--- src/sv/command_frame_deframer_defines.svh ---
// Assertion macros used by the command frame deframer datapath.
`ifndef COMMAND_FRAME_DEFRAMER_DEFINES_SVH
`define COMMAND_FRAME_DEFRAMER_DEFINES_SVH

// The consequent must hold in the same cycle as the antecedent.
`define CFD_ASSERT_SAME(label, clk, rstn, ante, cons, msg) \
    label: assert property (@(posedge clk) disable iff (!rstn) (ante) |-> (cons)) \
        else $error(msg);

// The consequent must hold in the cycle after the antecedent.
`define CFD_ASSERT_NEXT(label, clk, rstn, ante, cons, msg) \
    label: assert property (@(posedge clk) disable iff (!rstn) (ante) |=> (cons)) \
        else $error(msg);

`endif

--- src/sv/cfd_pkg.sv ---
// Types, constants and control structs shared by the command frame deframer.
`default_nettype none

package cfd_pkg;

    localparam int FRAME_BYTES = 8;
    localparam int FILL_W      = $clog2(FRAME_BYTES + 1);
    localparam int WIN_IDX_W   = $clog2(FRAME_BYTES);
    localparam int CFG_ADDR_W  = 2;

    typedef logic [7:0]            byte_t;
    typedef logic [FILL_W-1:0]     fill_t;
    typedef logic [CFG_ADDR_W-1:0] cfg_addr_t;

    localparam fill_t FILL_FULL = fill_t'(FRAME_BYTES);

    // Configuration register indexes.
    localparam cfg_addr_t REG_START_MARKER     = 2'd0;
    localparam cfg_addr_t REG_END_MARKER       = 2'd1;
    localparam cfg_addr_t REG_EXPECTED_VERSION = 2'd2;

    // Reset values of the configuration registers.
    localparam byte_t START_MARKER_RST     = 8'hAA;
    localparam byte_t END_MARKER_RST       = 8'h55;
    localparam byte_t EXPECTED_VERSION_RST = 8'h01;

    // Commands from the controller to the datapath.
    typedef struct packed {
        logic load_byte;
        logic shift;
        logic clear;
        logic emit;
    } dp_cmd_t;

    // Status from the datapath to the controller.
    typedef struct packed {
        logic fill_zero;
        logic fill_full;
        logic head_is_start;
        logic frame_ok;
        logic out_free;
    } dp_status_t;

endpackage

`default_nettype wire

--- src/sv/cfd_ctrl.sv ---
// Controller state machine that sequences byte intake and window rescans.
`default_nettype none

module cfd_ctrl (
    input  wire logic               aclk,
    input  wire logic               aresetn,
    input  wire logic               s_valid,
    output logic                    s_ready,
    input  wire cfd_pkg::dp_status_t stat,
    output cfd_pkg::dp_cmd_t        cmd
);
    import cfd_pkg::*;

    localparam logic ST_IDLE = 1'b0;
    localparam logic ST_SCAN = 1'b1;

    logic state_reg;
    logic state_next;

    always_ff @(posedge aclk) begin
        if (!aresetn) begin
            state_reg <= ST_IDLE;
        end else begin
            state_reg <= state_next;
        end
    end

    assign s_ready = (state_reg == ST_IDLE);

    always_comb begin
        cmd        = '0;
        state_next = state_reg;
        unique case (state_reg)
            ST_IDLE: begin
                if (s_valid) begin
                    cmd.load_byte = 1'b1;
                    state_next    = ST_SCAN;
                end
            end
            ST_SCAN: begin
                if (stat.fill_zero) begin
                    state_next = ST_IDLE;
                end else if (!stat.head_is_start) begin
                    cmd.shift = 1'b1;
                end else if (!stat.fill_full) begin
                    state_next = ST_IDLE;
                end else if (stat.frame_ok) begin
                    // A good frame waits here until the output register can take it.
                    if (stat.out_free) begin
                        cmd.emit   = 1'b1;
                        cmd.clear  = 1'b1;
                        state_next = ST_IDLE;
                    end
                end else begin
                    cmd.shift = 1'b1;
                end
            end
            default: begin
                state_next = ST_IDLE;
            end
        endcase
    end

endmodule

`default_nettype wire

--- src/sv/cfd_datapath.sv ---
// Datapath: configuration registers, byte window, frame check and output register.
`default_nettype none
`include "command_frame_deframer_defines.svh"

module cfd_datapath (
    input  wire logic                aclk,
    input  wire logic                aresetn,
    input  wire logic                cfg_wr_en,
    input  wire cfd_pkg::cfg_addr_t  cfg_addr,
    input  wire cfd_pkg::byte_t      cfg_wdata,
    input  wire cfd_pkg::byte_t      rx_byte,
    input  wire cfd_pkg::dp_cmd_t    cmd,
    output cfd_pkg::dp_status_t      stat,
    output logic                     m_valid,
    input  wire logic                m_ready,
    output cfd_pkg::byte_t           m_channel_count_a,
    output cfd_pkg::byte_t           m_channel_count_b,
    output cfd_pkg::byte_t           m_channel_count_c,
    output cfd_pkg::byte_t           m_channel_count_d
);
    import cfd_pkg::*;

    byte_t start_marker_reg;
    byte_t end_marker_reg;
    byte_t expected_version_reg;

    byte_t window_reg [FRAME_BYTES];
    fill_t fill_reg;
    fill_t fill_next;

    logic  m_valid_reg;
    byte_t count_a_reg;
    byte_t count_b_reg;
    byte_t count_c_reg;
    byte_t count_d_reg;

    byte_t checksum;

    always_ff @(posedge aclk) begin
        if (!aresetn) begin
            start_marker_reg     <= START_MARKER_RST;
            end_marker_reg       <= END_MARKER_RST;
            expected_version_reg <= EXPECTED_VERSION_RST;
        end else if (cfg_wr_en) begin
            unique case (cfg_addr)
                REG_START_MARKER:     start_marker_reg     <= cfg_wdata;
                REG_END_MARKER:       end_marker_reg       <= cfg_wdata;
                REG_EXPECTED_VERSION: expected_version_reg <= cfg_wdata;
                default: begin
                end
            endcase
        end
    end

    // The window is a shift line; new bytes land just past the last valid one.
    always_ff @(posedge aclk) begin
        if (cmd.load_byte) begin
            window_reg[fill_reg[WIN_IDX_W-1:0]] <= rx_byte;
        end else if (cmd.shift) begin
            for (int i = 0; i < FRAME_BYTES - 1; i++) begin
                window_reg[i] <= window_reg[i+1];
            end
        end
    end

    always_comb begin
        fill_next = fill_reg;
        if (cmd.clear) begin
            fill_next = '0;
        end else if (cmd.load_byte) begin
            fill_next = fill_reg + fill_t'(1);
        end else if (cmd.shift) begin
            fill_next = fill_reg - fill_t'(1);
        end
    end

    always_ff @(posedge aclk) begin
        if (!aresetn) begin
            fill_reg <= '0;
        end else begin
            fill_reg <= fill_next;
        end
    end

    // Additive checksum over version and the four counts, modulo 256.
    assign checksum = window_reg[1] + window_reg[2] + window_reg[3]
                    + window_reg[4] + window_reg[5];

    assign stat.fill_zero     = (fill_reg == '0);
    assign stat.fill_full     = (fill_reg == FILL_FULL);
    assign stat.head_is_start = (window_reg[0] == start_marker_reg);
    assign stat.frame_ok      = (window_reg[FRAME_BYTES-1] == end_marker_reg)
                             && (window_reg[1] == expected_version_reg)
                             && (checksum == window_reg[6]);
    assign stat.out_free      = !m_valid_reg || m_ready;

    always_ff @(posedge aclk) begin
        if (!aresetn) begin
            m_valid_reg <= 1'b0;
        end else if (cmd.emit) begin
            m_valid_reg <= 1'b1;
        end else if (m_ready) begin
            m_valid_reg <= 1'b0;
        end
    end

    always_ff @(posedge aclk) begin
        if (cmd.emit) begin
            count_a_reg <= window_reg[2];
            count_b_reg <= window_reg[3];
            count_c_reg <= window_reg[4];
            count_d_reg <= window_reg[5];
        end
    end

    assign m_valid           = m_valid_reg;
    assign m_channel_count_a = count_a_reg;
    assign m_channel_count_b = count_b_reg;
    assign m_channel_count_c = count_c_reg;
    assign m_channel_count_d = count_d_reg;

    `CFD_ASSERT_SAME(a_fill_bound, aclk, aresetn, 1'b1, fill_reg <= FILL_FULL, "fill level above frame size")
    `CFD_ASSERT_SAME(a_load_not_full, aclk, aresetn, cmd.load_byte, !stat.fill_full, "byte loaded into a full window")
    `CFD_ASSERT_SAME(a_emit_checked, aclk, aresetn, cmd.emit, stat.fill_full && stat.frame_ok && stat.out_free, "frame emitted without a passing check")
    `CFD_ASSERT_NEXT(a_emit_shows, aclk, aresetn, cmd.emit, m_valid_reg && fill_reg == '0, "emitted frame not presented or window not emptied")
    `CFD_ASSERT_SAME(a_shift_nonempty, aclk, aresetn, cmd.shift, !stat.fill_zero, "shift of an empty window")

endmodule

`default_nettype wire

--- src/sv/command_frame_deframer.sv ---
// Top level of the command frame deframer: controller plus datapath.
`default_nettype none

// Receives one byte per request and hunts for frames of eight bytes: start marker,
// version, four channel counts, checksum (low eight bits of the sum of version and
// counts) and end marker. Each good frame yields one result with the four counts;
// a bad frame loses its first byte and the rest is rescanned for a start marker.
// A byte enters the window and the window is then rescanned; no new byte is taken
// until the rescan ends, and a rejected frame is shifted out byte by byte, since
// the window moves one position per cycle. A good frame also
// waits while the previous result is still held in the output register.
// The marker and version registers may be written only while no byte is in flight.
module command_frame_deframer (
    input  wire logic               aclk,
    input  wire logic               aresetn,
    input  wire logic               cfg_wr_en,
    input  wire cfd_pkg::cfg_addr_t cfg_addr,
    input  wire cfd_pkg::byte_t     cfg_wdata,
    input  wire logic               s_valid,
    output logic                    s_ready,
    input  wire cfd_pkg::byte_t     s_rx_byte,
    output logic                    m_valid,
    input  wire logic               m_ready,
    output cfd_pkg::byte_t          m_channel_count_a,
    output cfd_pkg::byte_t          m_channel_count_b,
    output cfd_pkg::byte_t          m_channel_count_c,
    output cfd_pkg::byte_t          m_channel_count_d
);
    import cfd_pkg::*;

    dp_cmd_t    cmd;
    dp_status_t stat;

    cfd_ctrl u_ctrl (
        .aclk    (aclk),
        .aresetn (aresetn),
        .s_valid (s_valid),
        .s_ready (s_ready),
        .stat    (stat),
        .cmd     (cmd)
    );

    cfd_datapath u_datapath (
        .aclk              (aclk),
        .aresetn           (aresetn),
        .cfg_wr_en         (cfg_wr_en),
        .cfg_addr          (cfg_addr),
        .cfg_wdata         (cfg_wdata),
        .rx_byte           (s_rx_byte),
        .cmd               (cmd),
        .stat              (stat),
        .m_valid           (m_valid),
        .m_ready           (m_ready),
        .m_channel_count_a (m_channel_count_a),
        .m_channel_count_b (m_channel_count_b),
        .m_channel_count_c (m_channel_count_c),
        .m_channel_count_d (m_channel_count_d)
    );

endmodule

`default_nettype wire
--- config.mk ---
export PLATFORM = sky130hd
export DESIGN_NAME = command_frame_deframer
export DESIGN_NICKNAME = d
export VERILOG_FILES = /design/src/sv/cfd_pkg.sv /design/src/sv/cfd_ctrl.sv /design/src/sv/cfd_datapath.sv /design/src/sv/command_frame_deframer.sv
export VERILOG_INCLUDE_DIRS = /design/src /design/src/sv
export SDC_FILE = /design/constraint.sdc
export NUM_CORES = 1
export LEC_CHECK = 0
export BUFFER_PORTS_ARGS = -buffer_cell sky130_fd_sc_hd__buf_2
export CAP_MARGIN = 40
export CORE_MARGIN = 4
export CORE_UTILIZATION = 29
export CTS_CLUSTER_DIAMETER = 200
export DETAILED_ROUTE_END_ITERATION = 7
export GPL_ROUTABILITY_DRIVEN = 0
export PLACE_DENSITY = 0.42
export SYNTH_ARGS = -nofsm -noshare
export SYNTH_HDL_FRONTEND = slang
export SYNTH_SLANG_ARGS = --single-unit
--- constraint.sdc ---
create_clock -name aclk -period 9.82 [get_ports aclk]
set_input_delay 1.473 -clock aclk [delete_from_list [all_inputs] [get_ports aclk]]
set_output_delay 1.473 -clock aclk [all_outputs]
set_load 0.01 [all_outputs]
== Yosys cells after proc, flatten, opt, wreduce, memory -nomap -nowiden ==
Memories as Yosys holds them, arrays and structs flattened.
Index checks and enable logic that the tools add are counted.
Operators by class
  bitwise logic cells: 2
  $add $sub $neg: 6
  multipliers: 0
  muxes and demuxes: 28
  shifts and indexed selects: 0
  reductions and logical operators: 13
  magnitude comparators: 0
  equality and inequality tests: 7
  div/mod/pow operators: 0
Operators by type and width (count)
  8-bit adder: 4
  8-bit equality test: 4
  1-bit 2-to-1 mux: 17
  3-bit 2-to-1 mux: 4
  4-bit 2-to-1 mux: 2
  8-bit 2-to-1 mux: 1
  8-bit OR reduction: 1
  2-bit 2-to-1 mux: 3
  2-bit AND reduction: 3
  4-bit by 1-bit adder with 4-bit output (second input constant): 1
  4-bit equality test (second input constant): 1
  4-bit logical NOT: 1
  2-bit nonzero test: 2
  4-bit by 1-bit subtractor with 4-bit output (second input constant): 1
  2-bit by 1-bit equality test with 1-bit output (second input constant): 1
  2-bit equality test (second input constant): 1
  1-bit logical AND: 2
  2-bit logical NOT: 1
  1-bit inverter: 2
  1-bit one-hot mux with 2 select lines: 1
  2-bit OR reduction: 1
  1-bit logical NOT: 1
  1-bit logical OR: 1
Storage, ports and cells
  memory bits (writable): 64
  word-level logic and storage cells: 67
  bits in read-only memories: 0
  input bits: 23
  memories: 1
  bits in registers: 62
  latch bits: 0
  output and inout port bits: 34
Memories
  u_datapath.window_reg: depth 8, bits a word 8, rd ports 8, clocked after memory_dff 0, write ports 7, RTL line cfd_datapath.sv:27  | byte_t window_reg [FRAME_BYTES];

== Depth between registers and ports, before layout ==
Gate-level depths: netlist of the first run.
  depth in word-level cells: 16
  gate-level depth with buffers: 17
  mapped depth without buffers: 16

== Hierarchy ==
A second synthesis of the first run with hierarchy kept.
Unflattened totals
  cells, all modules: 422
  area, all modules: 5843.1 um^2
By module, submodules not included
  cfd_datapath: cells each 407, sequential area each 3463.3 um^2, area each 5746.8 um^2, times used 1
  cfd_ctrl: cells each 15, sequential area each 20.0 um^2, area each 96.3 um^2, times used 1

== Worst setup path after synthesis of the first run ==
No wires, ideal clock.
  path type: register -> register
  start: memory u_datapath.window_reg[4][1] (netlist name)
  end: register u_datapath.fill_reg[0]
  setup time: 0.115 ns
  path buffers: 0
  required time: 9.705 ns
  slack: 4.027 ns
  stages on the path, launching flop included: 15
  clock period less this slack: 5.793 ns
  arrival time: 5.678 ns
  path through: edfxtp_1 > fa_1 > fa_1 > fa_1 > ha_1 > inv_1 > fa_1 > nand3b_1 > nand3_1 > or4b_4 > nor3_1 > or4b_1 > nor3_2 > or2b_2 > nor2_1
RTL lines
  from (decl): RTL line cfd_datapath.sv:27
  to (signal assigned): RTL line cfd_datapath.sv:81  | fill_reg <= fill_next;
  to (decl): RTL line cfd_datapath.sv:28  | fill_t fill_reg;

==> results of run 1 <==
==> report_power, final <==
group          internal, W  switching (W)  total, W
Clock             0.000406       0.000243  0.000649
Sequential        0.000688      0.0000708  0.000759
Combinational     0.000459       0.000548   0.00101
==> cells in the final DEF (no fill, tap or decap), types with 2 or more instances in the layout <==
cell / synthesis / routed
nand3_1: 2 / 2
a211oi_1: 2 / 2
buf_4: 0 / 6
nor3_1: 5 / 5
a21o_1: 58 / 58
nand2b_1: 3 / 3
xor2_1: 29 / 29
ha_1: 10 / 10
a21oi_1: 7 / 7
dfxtp_1: 30 / 30
bufinv_16: 0 / 3
o21bai_1: 5 / 5
and2b_1: 7 / 7
nand4_1: 2 / 2
mux2i_1: 25 / 25
clkbuf_16: 0 / 17
clkinv_4: 0 / 2
fa_1: 21 / 21
inv_1: 15 / 15
clkinvlp_4: 0 / 6
o21a_1: 2 / 2
buf_2: 15 / 56
and2_1: 2 / 2
nor2b_1: 18 / 18
nand2_1: 16 / 16
a31oi_1: 2 / 2
xnor2_1: 13 / 13
nor4_1: 10 / 10
edfxtp_1: 96 / 96
nor2_1: 10 / 10
nand3b_1: 3 / 3
==> how the worst max path moves through the flow <==
stage	endpoint	startpoint
floorplan	u_datapath.fill_reg[0]	u_datapath.window_reg[4][1]
global placement	u_datapath.window_reg[6][0]	u_datapath.window_reg[4][1]
detailed placement	u_datapath.window_reg[3][0]	u_datapath.window_reg[4][1]
CTS	u_datapath.window_reg[3][1]	u_datapath.window_reg[4][1]
global route	u_datapath.window_reg[2][0]	u_datapath.window_reg[4][1]
finish	u_datapath.window_reg[2][0]	u_datapath.window_reg[4][1]
==> final cells by class <==
| type | instances | area [µm²] |
|---|---|---|
| fill | 1992 | 13100 |
| sequential | 126 | 3480 |
| multi-input combinational | 269 | 2310 |
| clock buffer | 19 | 443 |
| tap | 270 | 338 |
| timing repair buffer | 62 | 325 |
| clock inverter | 13 | 166 |
| inverter | 15 | 56.3 |
==> cell families (layout without fill, tap and decap cells) <==
family,Yosys count,in the layout
compound gates,82,82
xor+xnor,43,43
fa+ha+maj,31,31
buf+inv,36,109
flops,126,126
mux,25,25
simple gates,88,88
==> metrics by stage <==
stage | cells | utilization | power, W
finish | 774 | 0.353 | 0.00241
floorplan | 431 | - | 0.00155
CTS | 772 | 0.352 | 0.00245
global route | 774 | 0.353 | 0.00260
global placement | 739 | 0.322 | 0.00179
detailed placement | 740 | 0.322 | 0.00179
==> per-layer routing <==
layer / global-route usage / up-vias / routed length [µm]
li1: - / 1671 / -
met4: 0.0431 / 0 / 173
met2: 0.206 / 64 / 6690
met5: 0 / - / 0
met1: 0.161 / 1710 / 6210
met3: 0.0356 / 15 / 562
==> worst max-delay path, cell delays in order, from the launching register on <==
cell and delay [ns]:
edfxtp_1 0.44, fa_1 0.55, fa_1 0.53, fa_1 0.56, ha_1 0.18, inv_1 0.06, fa_1 0.39, nand3b_1 0.22
nand3_1 0.09, or4b_4 0.46, a2111o_1 0.29, o31a_2 0.47, buf_4 0.36, o21bai_1 0.44
==> impl_results.md, run 1 <==
- DR vias: 3460
- Post-Synth Simple-Gate Area: 0.0856
- # H-tree levels: 4
- Fin. max-slew vios: 0
- Top FF cell, synth: edfxtp_1
- Final Critical Period: 5.42 ns
- Hpwl dp: 10200 µm
- CTS root buffer: clkbuf_16
- Worst slew pin tran: 0.858 ns
- Net count after synthesis: 485
- DIE HEIGHT: 151 µm
- GRT overflow: 0
- Pre-Repair DR Iteration Count: 5
- Setup total negative slack: 0 ns
- Resize count post-CTS: 0
- Slack of the worst reg-to-reg path: 4.40 ns
- Slew HR: 0.426
- Mean Syn Cell Area: 13.8 µm²
- Count of final setup violators: 0
- Main combinational cell family by area after synthesis: compound AO/OA/AOI/OAI gates
- Hold-critical path depth: 0
- Diodes inserted: 0
- Layout area overhead: 19.9%
- Pwr dens: 339 nW/µm²
- Placed Area: 6490 µm²
- Clock Skew: 0.0105 ns
- Initial antenna violation count: 0
- Maximum clock path buffer count: 2
- CP Data Arrival Time: 5.49 ns
- Largest register FFs: 64
- DRC: 0
- Port buffer count: 56
- First-pass GRT wire length: 21000 µm
- Vias in the first global route: 3785
- Synth Instances: 431
- Avg WL per Cell: 17.6 µm
- RSZ-0062 raised after global routing: false
- Count leader, synth: edfxtp_1
- Post-place setup slack: 4.40 ns
- Top post-synthesis cells by count: 96 x edfxtp_1, 58 x a21o_1, 30 x dfxtp_1
- CTS buffer count: 17
- Status: finished clean
- Die ar.: 22800 µm²
- Area contributors post-synth: edfxtp_1 49%, dfxtp_1 10%, a21o_1 7.3%
- Max cap viols: 0
- Req. time, crit path: 9.89 ns
- Post-synthesis cell type count: 45
- Routed WL: 13600 µm
- Fraction of layout cells with a size suffix above 1: 0.196
- Design Area, Final: 7120 µm²
- Synth Cell Area: 5940 µm²
- Detailed Route Iter0 Violations: 119
- Adder and majority gate portion of the synthesized area: 0.0919
- Fin nets: 545
- DR vias/cell: 4.47
- Compound-gate portion of the synthesized area: 0.102
- ANT nets after route: 0
- Async SR Flop Fraction: 0
- Worst Path Class, Setup: flip-flop to flip-flop
- Synth warnings: 0
- Synth Area in XOR/XNOR: 0.0658
- Final hold violation count: 0
- Startpoint types: flip-flop
- Die width: 151 µm
- Final period util: 0.552
- Post-synth EDFFs: 96
- CTS tree: yes
- CP Capture Type: flip-flop
- Worst hold path class: flip-flop to flip-flop
- Lkg Pwr: 2.95 nW
- Final hold slack: 0.491 ns
- Clock slew at reported path FFs: 0.06 ns
- #FFs+latches synth: 126
- Hold EP: u_datapath.m_channel_count_b[6]
- I/O pin count: 57
- Fmax: 0.185 GHz
- GR Util All Layers: 0.126
- Post-synthesis mux area share: 0.0422
- Top cell type by total area after synthesis: edfxtp_1
- Seq/Total Area, Yosys: 0.587
- Initial Util: 0.294
- CTS sink cnt: 126
- Crit Path Max Fanout: 49
- FF-to-FF End: u_datapath.window_reg[2][0]
- # rows: 52
- Reg2Reg Depth: 13
- Post-CTS Setup Inserts: 0
- Hold Path Origin: u_datapath.window_reg[3][6]
- Worst flop-to-flop path startpoint: u_datapath.window_reg[4][1]
- Top-area cell type share of the netlist area: 0.486
- Core box area: 20200 µm²
- Peak VDD IR: 0.000164 V
- Worst-skew pair later-pin latency: 0.42 ns
- Final worst slack: 4.40 ns
- Largest net degree at the start of global routing: 50
- Hold buffer count at CTS: 0
Note: power is estimated with default switching activity, not from simulation.
==> run 2: changes to the inputs <==
==> constraint.sdc (replaced) <==
create_clock -name aclk -period 5.2 [get_ports aclk]
set_input_delay 0.78 -clock aclk [delete_from_list [all_inputs] [get_ports aclk]]
set_output_delay 0.78 -clock aclk [all_outputs]
set_load 0.01 [all_outputs]
==> run 2 against run 1 <==
First-iteration DRC count is 59% higher. Final cell count is 0.52% higher. Via count is 0.12% lower. Global-route usage is 0.22 points higher. Sequential power increased by 88%. Sequential share of layout area is 0.46 points lower. Clock power increased by 73%. Design area is 0.95% higher. Register-to-register slack got worse by 4.2 ns. Critical endpoint is now u_datapath.fill_reg[2].
==> impl_results.md, run 2 (synthesis gave the netlist of run 1 again) <==
- CTS buffer count: 17
- Pwr dens: 630 nW/µm²
- RSZ-0062 raised after global routing: false
- Hold buffer count at CTS: 0
- Final hold violation count: 0
- Crit Path Max Fanout: 17
- Reg area: 3480 µm²
- Fin nets: 549
- Fraction of layout cells with a size suffix above 1: 0.209
- CP Capture Type: flip-flop
- # rows: 52
- Final worst slack: 0.236 ns
- Count of final setup violators: 0
- Final period util: 0.955
- Initial antenna violation count: 0
- GR Util All Layers: 0.128
- Vias in the first global route: 3795
- CTS sink cnt: 126
- Clock slew at reported path FFs: 0.06 ns
- Setup total negative slack: 0 ns
- Initial Util: 0.294
- Startpoint types: flip-flop
- Avg WL per Cell: 17.8 µm
- Fmax: 0.201 GHz
- Most common cell after layout, fill and taps aside: edfxtp_1
- Worst slew pin tran: 0.915 ns
- Lkg Pwr: 2.97 nW
- # H-tree levels: 4
- CTS tree: yes
- Status: finished clean
- Detailed Route Iter0 Violations: 189
- Most frequent cells in the layout: 96 x edfxtp_1, 58 x a21o_1, 56 x buf_2
- Maximum clock path buffer count: 2
- First-pass GRT wire length: 21300 µm
- Die width: 151 µm
- Worst hold path class: flip-flop to flip-flop
- Multi-input logic area: 2330 µm²
- CTS root buffer: clkbuf_16
- FILL cells: 2021
- Core box area: 20200 µm²
- Worst Path Class, Setup: flip-flop to flip-flop
- DR vias: 3456
- Largest register FFs: 64
- ANT nets after route: 0
- Final Critical Period: 4.96 ns
- I/O pin count: 57
- CP Data Arrival Time: 5.25 ns
- Slew HR: 0.388
- DIE HEIGHT: 151 µm
- Die ar.: 22800 µm²
- Port buffer count: 56
- GRT overflow: 0
- Post-layout instance count excluding filler cells: 778
- Clock Skew: 0.0112 ns
- DRC: 0
- Placed cell count: 742
- Layout area overhead: 21.1%
- Post-place setup slack: 0.128 ns
- DR vias/cell: 4.44
- Routed WL: 13800 µm
- Peak VDD IR: 0.000318 V
- Hpwl dp: 10300 µm
- Pre-Repair DR Iteration Count: 4
- Diodes inserted: 0
- Req. time, crit path: 5.49 ns
- Fin. max-slew vios: 0
- Worst-skew pair later-pin latency: 0.42 ns
- Max cap viols: 0
- Largest net degree at the start of global routing: 46
## run 2: cell types whose count changed in the layout (fill, tap and decap cells not counted), moves of 2 or more
cell | before | now
o21bai_2 | 0 | 3
clkinv_1 | 0 | 5
o21bai_1 | 5 | 2
clkinv_4 | 2 | 0
buf_12 | 0 | 2
## run 2: path summary, 6_finish.rpt
kind                            slack [ns]                        start                         endpoint  cells after the start
worst max-delay path                  0.24  u_datapath.window_reg[4][1]           u_datapath.fill_reg[2]                     16
worst min-delay path                  0.49  u_datapath.window_reg[3][6]  u_datapath.m_channel_count_b[6]                      0
worst max register to register        0.24  u_datapath.window_reg[4][1]           u_datapath.fill_reg[2]                     16
worst min register to register        0.49  u_datapath.window_reg[3][6]  u_datapath.m_channel_count_b[6]                      0
## run 2: per-layer routing
layer  GRT usage  share of wire  up-vias
met5           0              0        -
met4      0.0499          0.016        0
met3      0.0329          0.029       11
met2       0.213           0.50       58
met1       0.160           0.45     1703
li1            -              -     1684
## run 2: cell type report
type / instances / area share
flip-flops and latches: 126 / 0.485
clock inverters: 14 / 0.0176
repair buffers: 66 / 0.0582
well taps: 270 / 0.0470
inverters: 15 / 0.00784
clock buffers: 18 / 0.0597
multi-input cells: 269 / 0.325
## run 2: power by group
group / internal [W] / switching, W / leakage [nW]
Sequential: 0.00130 / 0.000133 / 1.13
Combinational: 0.000889 / 0.00108 / 1.59
Clock: 0.000693 / 0.000428 / 0.255
Total: 0.00288 / 0.00165 / 2.97
## run 2: timing repair
action | 4_1_cts | 5_1_grt
endpoints found under the setup margin | 0 | 31
endpoints found under the hold margin | 0 | 0
resized for setup | 0 | 8
buffers inserted | 0 | 2
## run 2: critical path, stage by stage (launching register included)
cell,delay (ns)
edfxtp_1,0.43
fa_1,0.54
fa_1,0.53
fa_1,0.56
ha_2,0.18
inv_1,0.05
fa_2,0.34
nand3b_1,0.20
nand3_1,0.09
or4b_4,0.47
nor3_2,0.19
or4b_4,0.51
nor3_4,0.23
buf_12,0.15
buf_16,0.15
or2b_4,0.16
a211oi_2,0.04
## run 2: metrics by stage
step	hold slack, ns	power, W	util	cell area, µm²
CTS	0.504	0.00459	0.352	7100
detailed placement	0.489	0.00344	0.324	6540
global placement	0.484	0.00344	0.324	6530
global route	0.517	0.00488	0.356	7190
finish	0.491	0.00453	0.356	7190
floorplan	0.451	0.00293	-	5950
